[src/mat4_chain_multiply_unit_assert.svh]
// Assertion macros for the top-level RTL; empty when SYNTHESIS is defined.
`ifndef MAT4_CHAIN_MULTIPLY_UNIT_ASSERT_SVH
`define MAT4_CHAIN_MULTIPLY_UNIT_ASSERT_SVH

`ifndef SYNTHESIS
`define MCM_ASSERT_SAME(lbl, ante, cons, msg) \
   lbl: assert property (@(posedge clock) disable iff (reset) (ante) |-> (cons)) \
      else $error(msg);
`define MCM_ASSERT_NEXT(lbl, ante, cons, msg) \
   lbl: assert property (@(posedge clock) disable iff (reset) (ante) |=> (cons)) \
      else $error(msg);
`else
`define MCM_ASSERT_SAME(lbl, ante, cons, msg)
`define MCM_ASSERT_NEXT(lbl, ante, cons, msg)
`endif

`endif

[src/mcm_pkg.sv]
`timescale 1ns / 1ps

package mcm_pkg;

   localparam int unsigned ELEMENTS          = 16;
   localparam int unsigned INDEX_BITS        = 4;
   localparam int unsigned DATA_BITS         = 32;
   localparam int unsigned PROD_BITS         = 2 * DATA_BITS;
   localparam int unsigned ACC_BITS          = PROD_BITS + 2;
   localparam int unsigned STEP_BITS         = 6;
   localparam int unsigned FRAC_BITS_DEFAULT = 16;

   typedef logic [INDEX_BITS-1:0]       index_type;
   typedef logic signed [DATA_BITS-1:0] data_type;
   typedef logic [STEP_BITS-1:0]        step_type;

   localparam index_type LAST_INDEX     = index_type'(ELEMENTS - 1);
   localparam step_type  STEP_LAST_COPY = step_type'(ELEMENTS - 1);
   localparam step_type  STEP_LAST_MUL  = step_type'(4 * ELEMENTS - 1);

   typedef enum logic [3:0] {
      ST_IDLE  = 4'b0001,
      ST_CALC  = 4'b0010,
      ST_DRAIN = 4'b0100,
      ST_EMIT  = 4'b1000
   } state_type;

   // one multiply-accumulate operation travelling down the datapath
   typedef struct packed {
      logic      valid;
      logic      first;
      logic      last;
      index_type dest;
   } tag_type;

   typedef struct packed {
      logic      copy;
      index_type a_addr;
      index_type b_addr;
      tag_type   tag;
   } issue_type;

   typedef struct packed {
      logic      load;
      index_type idx;
   } emit_type;

   typedef struct packed {
      logic ready;
      logic bank;
      logic too_short;
   } status_type;

   typedef struct packed {
      logic      valid;
      index_type dest;
      data_type  value;
   } write_type;

endpackage

[src/mcm_ifs.sv]
`timescale 1ns / 1ps

interface mcm_req_if;
   logic                 valid;
   logic                 ready;
   mcm_pkg::index_type   element_index;
   mcm_pkg::data_type    element_value;
   logic                 chain_end;

   modport source (output valid, element_index, element_value, chain_end, input ready);
   modport sink   (input valid, element_index, element_value, chain_end, output ready);
endinterface

interface mcm_rsp_if;
   logic                 valid;
   logic                 ready;
   mcm_pkg::index_type   result_index;
   mcm_pkg::data_type    result_value;
   logic                 last_result;
   logic                 too_short;

   modport source (output valid, result_index, result_value, last_result, too_short,
                   input ready);
   modport sink   (input valid, result_index, result_value, last_result, too_short,
                   output ready);
endinterface

[src/mcm_mac.sv]
`timescale 1ns / 1ps

module mcm_mac #(
   parameter int unsigned FRAC_BITS = mcm_pkg::FRAC_BITS_DEFAULT
) (
   input  logic               clock,
   input  logic               reset,
   input  mcm_pkg::data_type  a,
   input  mcm_pkg::data_type  b,
   input  mcm_pkg::tag_type   tag,
   output mcm_pkg::write_type wr,
   output logic               busy
);
   import mcm_pkg::*;

   tag_type                    tag2_ff, tag3_ff;
   logic signed [PROD_BITS-1:0] prod_ff, prod_in;
   logic signed [ACC_BITS-1:0]  acc_ff, acc_in, shifted;
   logic                        fits;

   assign prod_in = a * b;
   assign acc_in  = tag2_ff.first ? ACC_BITS'(prod_ff) : acc_ff + ACC_BITS'(prod_ff);

   always_ff @(posedge clock) begin
      if (reset) begin
         tag2_ff.valid <= 1'b0;
         tag3_ff.valid <= 1'b0;
      end else begin
         tag2_ff.valid <= tag.valid;
         tag3_ff.valid <= tag2_ff.valid;
      end
      tag2_ff.first <= tag.first;
      tag2_ff.last  <= tag.last;
      tag2_ff.dest  <= tag.dest;
      tag3_ff.first <= tag2_ff.first;
      tag3_ff.last  <= tag2_ff.last;
      tag3_ff.dest  <= tag2_ff.dest;
      prod_ff       <= prod_in;
      if (tag2_ff.valid) begin
         acc_ff <= acc_in;
      end
   end

   // floor shift, then clamp to the 32-bit range
   assign shifted = acc_ff >>> FRAC_BITS;
   assign fits    = (shifted[ACC_BITS-1:DATA_BITS-1] == '0) ||
                    (shifted[ACC_BITS-1:DATA_BITS-1] == '1);

   always_comb begin
      wr.valid = tag3_ff.valid && tag3_ff.last;
      wr.dest  = tag3_ff.dest;
      if (fits) begin
         wr.value = shifted[DATA_BITS-1:0];
      end else if (shifted[ACC_BITS-1]) begin
         wr.value = {1'b1, {(DATA_BITS-1){1'b0}}};
      end else begin
         wr.value = {1'b0, {(DATA_BITS-1){1'b1}}};
      end
   end

   assign busy = tag2_ff.valid || tag3_ff.valid;

endmodule

[src/mcm_seq.sv]
`timescale 1ns / 1ps

module mcm_seq (
   input  logic                clock,
   input  logic                reset,
   input  logic                req_xfer,
   input  mcm_pkg::index_type  req_index,
   input  logic                req_end,
   input  logic                out_free,
   input  logic                pipe_busy,
   output mcm_pkg::issue_type  issue,
   output mcm_pkg::emit_type   emit,
   output mcm_pkg::status_type status
);
   import mcm_pkg::*;

   state_type   state_ff, state_in;
   step_type    step_ff, step_in, step_last;
   logic [1:0]  seen_ff, seen_in;
   logic        copy_ff, copy_in;
   logic        end_ff, end_in;
   logic        bank_ff, bank_in;

   assign step_last = copy_ff ? STEP_LAST_COPY : STEP_LAST_MUL;

   // step bits: column, row, term for a product; element number for a copy
   always_comb begin
      issue.copy      = copy_ff;
      issue.tag.valid = (state_ff == ST_CALC);
      if (copy_ff) begin
         issue.a_addr    = step_ff[INDEX_BITS-1:0];
         issue.b_addr    = step_ff[INDEX_BITS-1:0];
         issue.tag.dest  = step_ff[INDEX_BITS-1:0];
         issue.tag.first = 1'b1;
         issue.tag.last  = 1'b1;
      end else begin
         issue.a_addr    = {step_ff[1:0], step_ff[3:2]};
         issue.b_addr    = {step_ff[5:4], step_ff[1:0]};
         issue.tag.dest  = {step_ff[5:4], step_ff[3:2]};
         issue.tag.first = (step_ff[1:0] == 2'd0);
         issue.tag.last  = (step_ff[1:0] == 2'd3);
      end
   end

   assign emit.load        = (state_ff == ST_EMIT) && out_free;
   assign emit.idx         = step_ff[INDEX_BITS-1:0];
   assign status.ready     = (state_ff == ST_IDLE);
   assign status.bank      = bank_ff;
   assign status.too_short = copy_ff;

   always_comb begin
      state_in = state_ff;
      step_in  = step_ff;
      seen_in  = seen_ff;
      copy_in  = copy_ff;
      end_in   = end_ff;
      bank_in  = bank_ff;
      case (state_ff)
         ST_IDLE: begin
            if (req_xfer && (req_index == LAST_INDEX)) begin
               state_in = ST_CALC;
               step_in  = '0;
               copy_in  = (seen_ff == 2'd0);
               end_in   = req_end;
               if (req_end) begin
                  seen_in = 2'd0;
               end else if (seen_ff != 2'd2) begin
                  seen_in = seen_ff + 2'd1;
               end
            end
         end
         ST_CALC: begin
            step_in = step_ff + step_type'(1);
            if (step_ff == step_last) begin
               state_in = ST_DRAIN;
            end
         end
         ST_DRAIN: begin
            if (!pipe_busy) begin
               bank_in  = ~bank_ff;
               step_in  = '0;
               state_in = end_ff ? ST_EMIT : ST_IDLE;
            end
         end
         ST_EMIT: begin
            if (out_free) begin
               step_in = step_ff + step_type'(1);
               if (step_ff[INDEX_BITS-1:0] == LAST_INDEX) begin
                  state_in = ST_IDLE;
               end
            end
         end
         default: begin
            state_in = ST_IDLE;
         end
      endcase
   end

   always_ff @(posedge clock) begin
      if (reset) begin
         state_ff <= ST_IDLE;
         step_ff  <= '0;
         seen_ff  <= 2'd0;
         copy_ff  <= 1'b0;
         end_ff   <= 1'b0;
         bank_ff  <= 1'b0;
      end else begin
         state_ff <= state_in;
         step_ff  <= step_in;
         seen_ff  <= seen_in;
         copy_ff  <= copy_in;
         end_ff   <= end_in;
         bank_ff  <= bank_in;
      end
   end

endmodule

[src/mat4_chain_multiply_unit.sv]
// Elements 0..14 are accepted while ready, and the block stays ready after each.
// Element 15 holds off input for the copy of a first matrix, or 64 passes of the one
// shared multiply-accumulate unit for a later one, plus the pipeline drain; at chain
// end, 16 results follow at one per cycle while the output is ready.
// Synchronous active-high reset clears the sequencer, chain count and valids;
// the matrix stores are not cleared.
`timescale 1ns / 1ps
`include "mat4_chain_multiply_unit_assert.svh"

module mat4_chain_multiply_unit #(
   parameter int unsigned FRAC_BITS = mcm_pkg::FRAC_BITS_DEFAULT
) (
   input logic       clock,
   input logic       reset,
   mcm_req_if.sink   req,
   mcm_rsp_if.source rsp
);
   import mcm_pkg::*;

   // fixed-point 1.0, fed as the second operand when a matrix is copied
   localparam data_type UNIT_SCALE = data_type'(DATA_BITS'(1) << FRAC_BITS);

   // incoming matrix and the two banks of the running product
   data_type   incoming_ff [ELEMENTS];
   data_type   product_ff  [2*ELEMENTS];

   issue_type  issue;
   emit_type   emit;
   status_type status;
   write_type  wr;

   data_type   a_ff, b_ff;
   tag_type    tag1_ff;
   logic       mac_busy;
   logic       req_xfer;
   logic       last_xfer;
   logic       out_free;
   logic [INDEX_BITS:0] prod_rd_addr;

   logic       rsp_valid_ff, rsp_valid_in;
   index_type  rsp_index_ff;
   data_type   rsp_value_ff;
   logic       rsp_last_ff;
   logic       rsp_short_ff;

   assign req.ready = status.ready;
   assign req_xfer  = req.valid && req.ready;
   assign last_xfer = req_xfer && (req.element_index == LAST_INDEX);

   // output register frees up when empty or when its transfer happens this cycle
   assign out_free  = !rsp_valid_ff || rsp.ready;

   mcm_seq u_seq (
      .clock     (clock),
      .reset     (reset),
      .req_xfer  (req_xfer),
      .req_index (req.element_index),
      .req_end   (req.chain_end),
      .out_free  (out_free),
      .pipe_busy (tag1_ff.valid || mac_busy),
      .issue     (issue),
      .emit      (emit),
      .status    (status)
   );

   // one read port on the product: emission or the second operand of a pass
   assign prod_rd_addr = {status.bank, emit.load ? emit.idx : issue.b_addr};

   // store the element, then read operands for the shared unit
   always_ff @(posedge clock) begin
      if (req_xfer) begin
         incoming_ff[req.element_index] <= req.element_value;
      end
      if (issue.tag.valid) begin
         a_ff <= incoming_ff[issue.a_addr];
         b_ff <= issue.copy ? UNIT_SCALE : product_ff[prod_rd_addr];
      end
      // finished elements go to the bank not being read
      if (wr.valid) begin
         product_ff[{~status.bank, wr.dest}] <= wr.value;
      end
      if (emit.load) begin
         rsp_value_ff <= product_ff[prod_rd_addr];
         rsp_index_ff <= emit.idx;
         rsp_last_ff  <= (emit.idx == LAST_INDEX);
         rsp_short_ff <= status.too_short;
      end
   end

   always_ff @(posedge clock) begin
      if (reset) begin
         tag1_ff.valid <= 1'b0;
      end else begin
         tag1_ff.valid <= issue.tag.valid;
      end
      tag1_ff.first <= issue.tag.first;
      tag1_ff.last  <= issue.tag.last;
      tag1_ff.dest  <= issue.tag.dest;
   end

   mcm_mac #(
      .FRAC_BITS (FRAC_BITS)
   ) u_mac (
      .clock (clock),
      .reset (reset),
      .a     (a_ff),
      .b     (b_ff),
      .tag   (tag1_ff),
      .wr    (wr),
      .busy  (mac_busy)
   );

   // load on emit, drop after the transfer, hold otherwise
   always_comb begin
      rsp_valid_in = rsp_valid_ff;
      if (emit.load) begin
         rsp_valid_in = 1'b1;
      end else if (rsp.ready) begin
         rsp_valid_in = 1'b0;
      end
   end

   always_ff @(posedge clock) begin
      if (reset) begin
         rsp_valid_ff <= 1'b0;
      end else begin
         rsp_valid_ff <= rsp_valid_in;
      end
   end

   assign rsp.valid        = rsp_valid_ff;
   assign rsp.result_index = rsp_index_ff;
   assign rsp.result_value = rsp_value_ff;
   assign rsp.last_result  = rsp_last_ff;
   assign rsp.too_short    = rsp_short_ff;

   `MCM_ASSERT_SAME(a_no_write_when_ready, wr.valid, !req.ready, "product write while ready")
   `MCM_ASSERT_NEXT(a_busy_after_final, last_xfer, !req.ready, "ready after final element")
   `MCM_ASSERT_SAME(a_pipe_needs_busy, tag1_ff.valid, !req.ready, "operands in flight while idle")
   `MCM_ASSERT_SAME(a_emit_not_writing, emit.load, !mac_busy && !tag1_ff.valid, "emit during a pass")

endmodule
[src/flat_wrapper.sv]
// flat-port wrapper written by rule: the top's interface ports become plain ports
module mat4_chain_multiply_unit_flat import mcm_pkg::*;
#(
   parameter int unsigned FRAC_BITS = mcm_pkg::FRAC_BITS_DEFAULT
)
  (clock, reset, req_valid, req_element_index, req_element_value, req_chain_end, req_ready, rsp_valid, rsp_result_index, rsp_result_value, rsp_last_result, rsp_too_short, rsp_ready);
  mcm_req_if req_i ();
  mcm_rsp_if rsp_i ();
  input logic clock;
  input logic reset;
  input wire logic [$bits(req_i.valid)-1:0] req_valid;
  input wire logic [$bits(req_i.element_index)-1:0] req_element_index;
  input wire logic [$bits(req_i.element_value)-1:0] req_element_value;
  input wire logic [$bits(req_i.chain_end)-1:0] req_chain_end;
  output wire logic [$bits(req_i.ready)-1:0] req_ready;
  output wire logic [$bits(rsp_i.valid)-1:0] rsp_valid;
  output wire logic [$bits(rsp_i.result_index)-1:0] rsp_result_index;
  output wire logic [$bits(rsp_i.result_value)-1:0] rsp_result_value;
  output wire logic [$bits(rsp_i.last_result)-1:0] rsp_last_result;
  output wire logic [$bits(rsp_i.too_short)-1:0] rsp_too_short;
  input wire logic [$bits(rsp_i.ready)-1:0] rsp_ready;
  assign req_i.valid = req_valid;
  assign req_i.element_index = req_element_index;
  assign req_i.element_value = req_element_value;
  assign req_i.chain_end = req_chain_end;
  assign req_ready = req_i.ready;
  assign rsp_valid = rsp_i.valid;
  assign rsp_result_index = rsp_i.result_index;
  assign rsp_result_value = rsp_i.result_value;
  assign rsp_last_result = rsp_i.last_result;
  assign rsp_too_short = rsp_i.too_short;
  assign rsp_i.ready = rsp_ready;
  mat4_chain_multiply_unit #(.FRAC_BITS(FRAC_BITS)) u_core (.clock(clock), .reset(reset), .req(req_i), .rsp(rsp_i));
endmodule
[config.mk]
export PLATFORM = sky130hd
export DESIGN_NAME = mat4_chain_multiply_unit_flat
export DESIGN_NICKNAME = d
export VERILOG_FILES = /design/src/mcm_pkg.sv /design/src/mcm_ifs.sv /design/src/mcm_mac.sv /design/src/mcm_seq.sv /design/src/mat4_chain_multiply_unit.sv /design/src/flat_wrapper.sv
export VERILOG_INCLUDE_DIRS = /design/src /design/src/src
export SDC_FILE = /design/constraint.sdc
export NUM_CORES = 2
export LEC_CHECK = 0
export BUFFER_PORTS_ARGS = -buffer_cell sky130_fd_sc_hd__buf_2
export CORE_ASPECT_RATIO = 0.6
export CORE_UTILIZATION = 60
export DETAILED_ROUTE_END_ITERATION = 8
export PLACE_DENSITY = 0.76
export SLEW_MARGIN = 10
export SYNTH_ARGS = -nofsm -noshare
export SYNTH_HDL_FRONTEND = slang
export SYNTH_SLANG_ARGS = --single-unit
[constraint.sdc]
create_clock -name clock -period 9.85 [get_ports clock]
set_input_delay 1.4775 -clock clock [delete_from_list [all_inputs] [get_ports clock]]
set_output_delay 1.4775 -clock clock [all_outputs]
set_load 0.01 [all_outputs]
==> results.json <==
{
  "wl_per_cell_microns": 25.4,
  "timing_max_transition_violations_final": 0,
  "leakage_power_summed_over_all_cells_nw": 45.5,
  "floorplan.initialDensity": 0.604,
  "globalRouteMet2Util": 0.420,
  "syn-instance-count": 8065,
  "syn-num-nets": 9442,
  "cp_max_fo": 23,
  "r2r-start": "u_core.a_ff[19]",
  "yosys.cell_types.count": 79,
  "finalSetupViolations": 0,
  "postSynth.topFlopCell": "edfxtp_1",
  "dieArea_sq_um": 182000,
  "floorplan.die.width_microns": 549,
  "layout_min_cycle_time_ns": 9.35,
  "nets": 9410,
  "synth-simple-area-share": 0.0984,
  "timing.critical_path.to": "u_core.u_mac.prod_ff[61]",
  "io_buffer_count": 80,
  "tritoncts_clock_tree": "yes",
  "timing_worst_setup_path_type": "flop to flop",
  "synth_edf_count": 1704,
  "max_slew_margin": 0.125,
  "dr_total_vias": 65400,
  "irDropWorstVdd_mv": 0.133,
  "number_of_hold_repair_buffers_added_at_the_cts_stage": 0,
  "hp-class": "flop to flop",
  "initial_antenna_violation_count": 6,
  "maxClockFrequency_mhz": 107,
  "synth-adder-area-share": 0.230,
  "clk_latency_ns": 0.85,
  "drtIter0Drc": 8591,
  "synth_async_sr_flop_share": 0,
  "setup.worst_path.start": "u_core.a_ff[19]",
  "die_y_microns": 330,
  "yosys_warnings": 0,
  "layout_worst_path_cycle_share": 0.950,
  "worst-r2r-setup-slack_ns": 0.50,
  "top_usage_layer": "met1",
  "grt_remaining_overflow": 0,
  "route.detailed.vias_per_inst": 6.21,
  "worstRegToRegCells": 23,
  "sequential_share_of_the_synthesized_area": 0.493,
  "status": "completed",
  "detail_route.drc_violations": 0,
  "nFillCells": 12500,
  "cp_data_arrival_time_ns": 10.05,
  "groute.layer.met3.usage": 0.0812,
  "core_area_sq_um": 179000,
  "max_cap_violations": 0,
  "cts_inserted_buffers": 166,
  "synthXorXnorAreaFrac": 0.0111,
  "cp-start-kind": "flop",
  "p_per_area_nw_per_um2": 155,
  "postCtsResizedCells": 0,
  "main_combinational_cell_family_by_area_after_synthesis": "adder cells",
  "cts_root_buffer": "clkbuf_16",
  "clk_pin_slew_ns": 0.08,
  "synth.area.mux_share": 0.0714,
  "rr_endpoint": "u_core.u_mac.prod_ff[61]",
  "detail-route-antenna-nets": 0,
  "clkSinkCount": 1804,
  "postcts_setup_bufs": 0,
  "grt_use_total": 0.302,
  "worst_ep_required_time_ns": 10.55,
  "fin_skew_ns": 0.0885,
  "io_pins": 81,
  "highest_count_cells_in_the_layout_ignoring_fill_and_taps": "edfxtp_1 (1704), nand2_1 (1169), fa_1 (1083)",
  "rsz0062_at_grt": "false",
  "dp.final_hpwl_microns": 180000,
  "drive_gt1_frac": 0.112,
  "finalWeightedCongestion": 0.933,
  "wirelength_microns": 268000,
  "worst-slew-pin-transition_ns": 1.29,
  "crit_path_capture_type": "flop",
  "first_global_vias": 65500,
  "synth_compound_gate_area_share": 0.0455,
  "area_growth_pct": 7.88,
  "clock_tree.htree_level_count": 4,
  "grt_pass1_wl_microns": 406000,
  "synthesis.area_per_instance_sq_um": 13.4,
  "fin_tns_setup_ns": 0,
  "post_synthesis_sequential_element_count": 1804,
  "postLayoutCoreUtil": 0.652,
  "final_common_cell": "edfxtp_1",
  "largest_net_degree_at_the_start_of_global_routing": 158,
  "rows": 120,
  "cts_max_path_buffers": 4,
  "grt_use_met1": 0.482,
  "netlist_area_sq_um": 108000,
  "hold_viol_final": 0,
  "drt_first_pass_iters": 8
}
==> report_power, final <==
| part | internal (mW) | switching [mW] | total, mW |
|---|---|---|---|
| Sequential | 8.50 | 0.103 | 8.60 |
| Clock | 3.43 | 2.83 | 6.27 |
| Combinational | 1.25 | 1.88 | 3.13 |
| Total | 13.2 | 4.82 | 18.0 |
==> worst min-delay path by stage <==
stage | start | endpoint | slack, ns | depth (start not counted)
final | u_core.tag1_ff[3] | u_core.u_mac.tag2_ff[3] | 0.30 | 0
after global routing | u_core.tag1_ff[3] | u_core.u_mac.tag2_ff[3] | 0.31 | 0
after floorplan | u_core.tag1_ff[0] | u_core.u_mac.tag2_ff[0] | 0.31 | 0
after detailed placement | u_core.tag1_ff[5] | u_core.u_mac.tag2_ff[5] | 0.31 | 0
after global placement | u_core.tag1_ff[3] | u_core.u_mac.tag2_ff[3] | 0.32 | 0
after CTS | u_core.tag1_ff[3] | u_core.u_mac.tag2_ff[3] | 0.30 | 0
==> logic make-up after synthesis <==
family,count (synthesis)
AND/OR/NAND/NOR,2222
flip-flops,1804
buffers and inverters,1437
adder cells (fa/ha/maj),1336
AO/OA/AOI/OAI,764
multiplexers,365
XOR/XNOR,137
==> cell usage after synthesis (87+ instances only) <==
| library cell | count | area, sq um |
|---|---|---|
| edfxtp_1 | 1704 | 51200 |
| nand2_1 | 1169 | 4390 |
| fa_1 | 1083 | 21700 |
| inv_1 | 992 | 3720 |
| and2_1 | 526 | 3290 |
| clkbuf_1 | 378 | 1420 |
| mux4_2 | 320 | 7210 |
| ha_1 | 253 | 3170 |
| a21oi_1 | 216 | 1080 |
| nor2_1 | 155 | 582 |
| and3_1 | 145 | 907 |
| o21ai_0 | 136 | 681 |
| dfxtp_1 | 100 | 2000 |
| a21o_1 | 87 | 653 |
==> per-stage QoR <==
stage / power (mW) / setup slack [ns] / hold slack (ns) / cell area, sq um / cells
after floorplan: 11.0 / 1.74 / 0.310 / 108000 / 8065
after global placement: 11.8 / 0.838 / 0.315 / 111000 / 10200
after detailed placement: 11.8 / 0.744 / 0.312 / 111000 / 10200
after CTS: 18.0 / 0.694 / 0.305 / 116000 / 10500
after global routing: 18.6 / 0.212 / 0.314 / 116000 / 10500
final: 18.0 / 0.497 / 0.301 / 116000 / 10500
==> layout make-up <==
| cell class | count | area [sq um] | share of cell area |
|---|---|---|---|
| sequential | 1804 | 53200 | 0.457 |
| multi-input combinational | 4824 | 49700 | 0.427 |
| clock buffer | 216 | 4410 | 0.0379 |
| inverter | 995 | 3750 | 0.0322 |
| tap | 2379 | 2980 | 0.0256 |
| timing repair buffer | 242 | 1680 | 0.0144 |
| clock inverter | 71 | 682 | 0.00586 |
| antenna | 5 | 12.5 | 0.000107 |
==> worst max-delay path: stages, from the launching register on <==
cell and delay, ns:
edfxtp_1 1.09, buf_4 0.34, nand2_1 0.10, fa_1 0.51, fa_1 0.55, inv_1 0.06, fa_1 0.49, fa_1 0.60
fa_1 0.47, fa_1 0.46, fa_1 0.52, fa_1 0.42, ha_1 0.44, nand2_1 0.16, nor3_1 0.24, nand3_1 0.20
a2111oi_0 0.97, buf_4 0.26, o31a_1 0.42, nand4_1 0.21, a21oi_1 0.30, a221o_1 0.21, a21oi_1 0.08, xnor2_1 0.14
==> layer usage <==
metal / up-vias / routed length [microns]
li1: 27400 / -
met1: 33700 / 114000
met2: 3963 / 113000
met3: 341 / 36200
met4: 6 / 4390
met5: - / 32
==> sequential cells by signal (all words and copies together) (netlist names), 4 cells and up <==
register / flops
u_core.b_ff: 32
u_core.u_mac.wr: 4
u_core.u_seq.step_ff: 6
u_core.incoming_ff: 512
u_core.u_mac.prod_ff: 64
u_core.u_mac.acc_ff: 66
u_core.rsp.result_value: 32
u_core.u_mac.tag2_ff: 7
u_core.u_seq.state_ff: 4
u_core.product_ff: 1024
u_core.tag1_ff: 7
u_core.a_ff: 32
u_core.rsp.result_index: 4
Note: power is estimated with default switching activity, not from simulation.
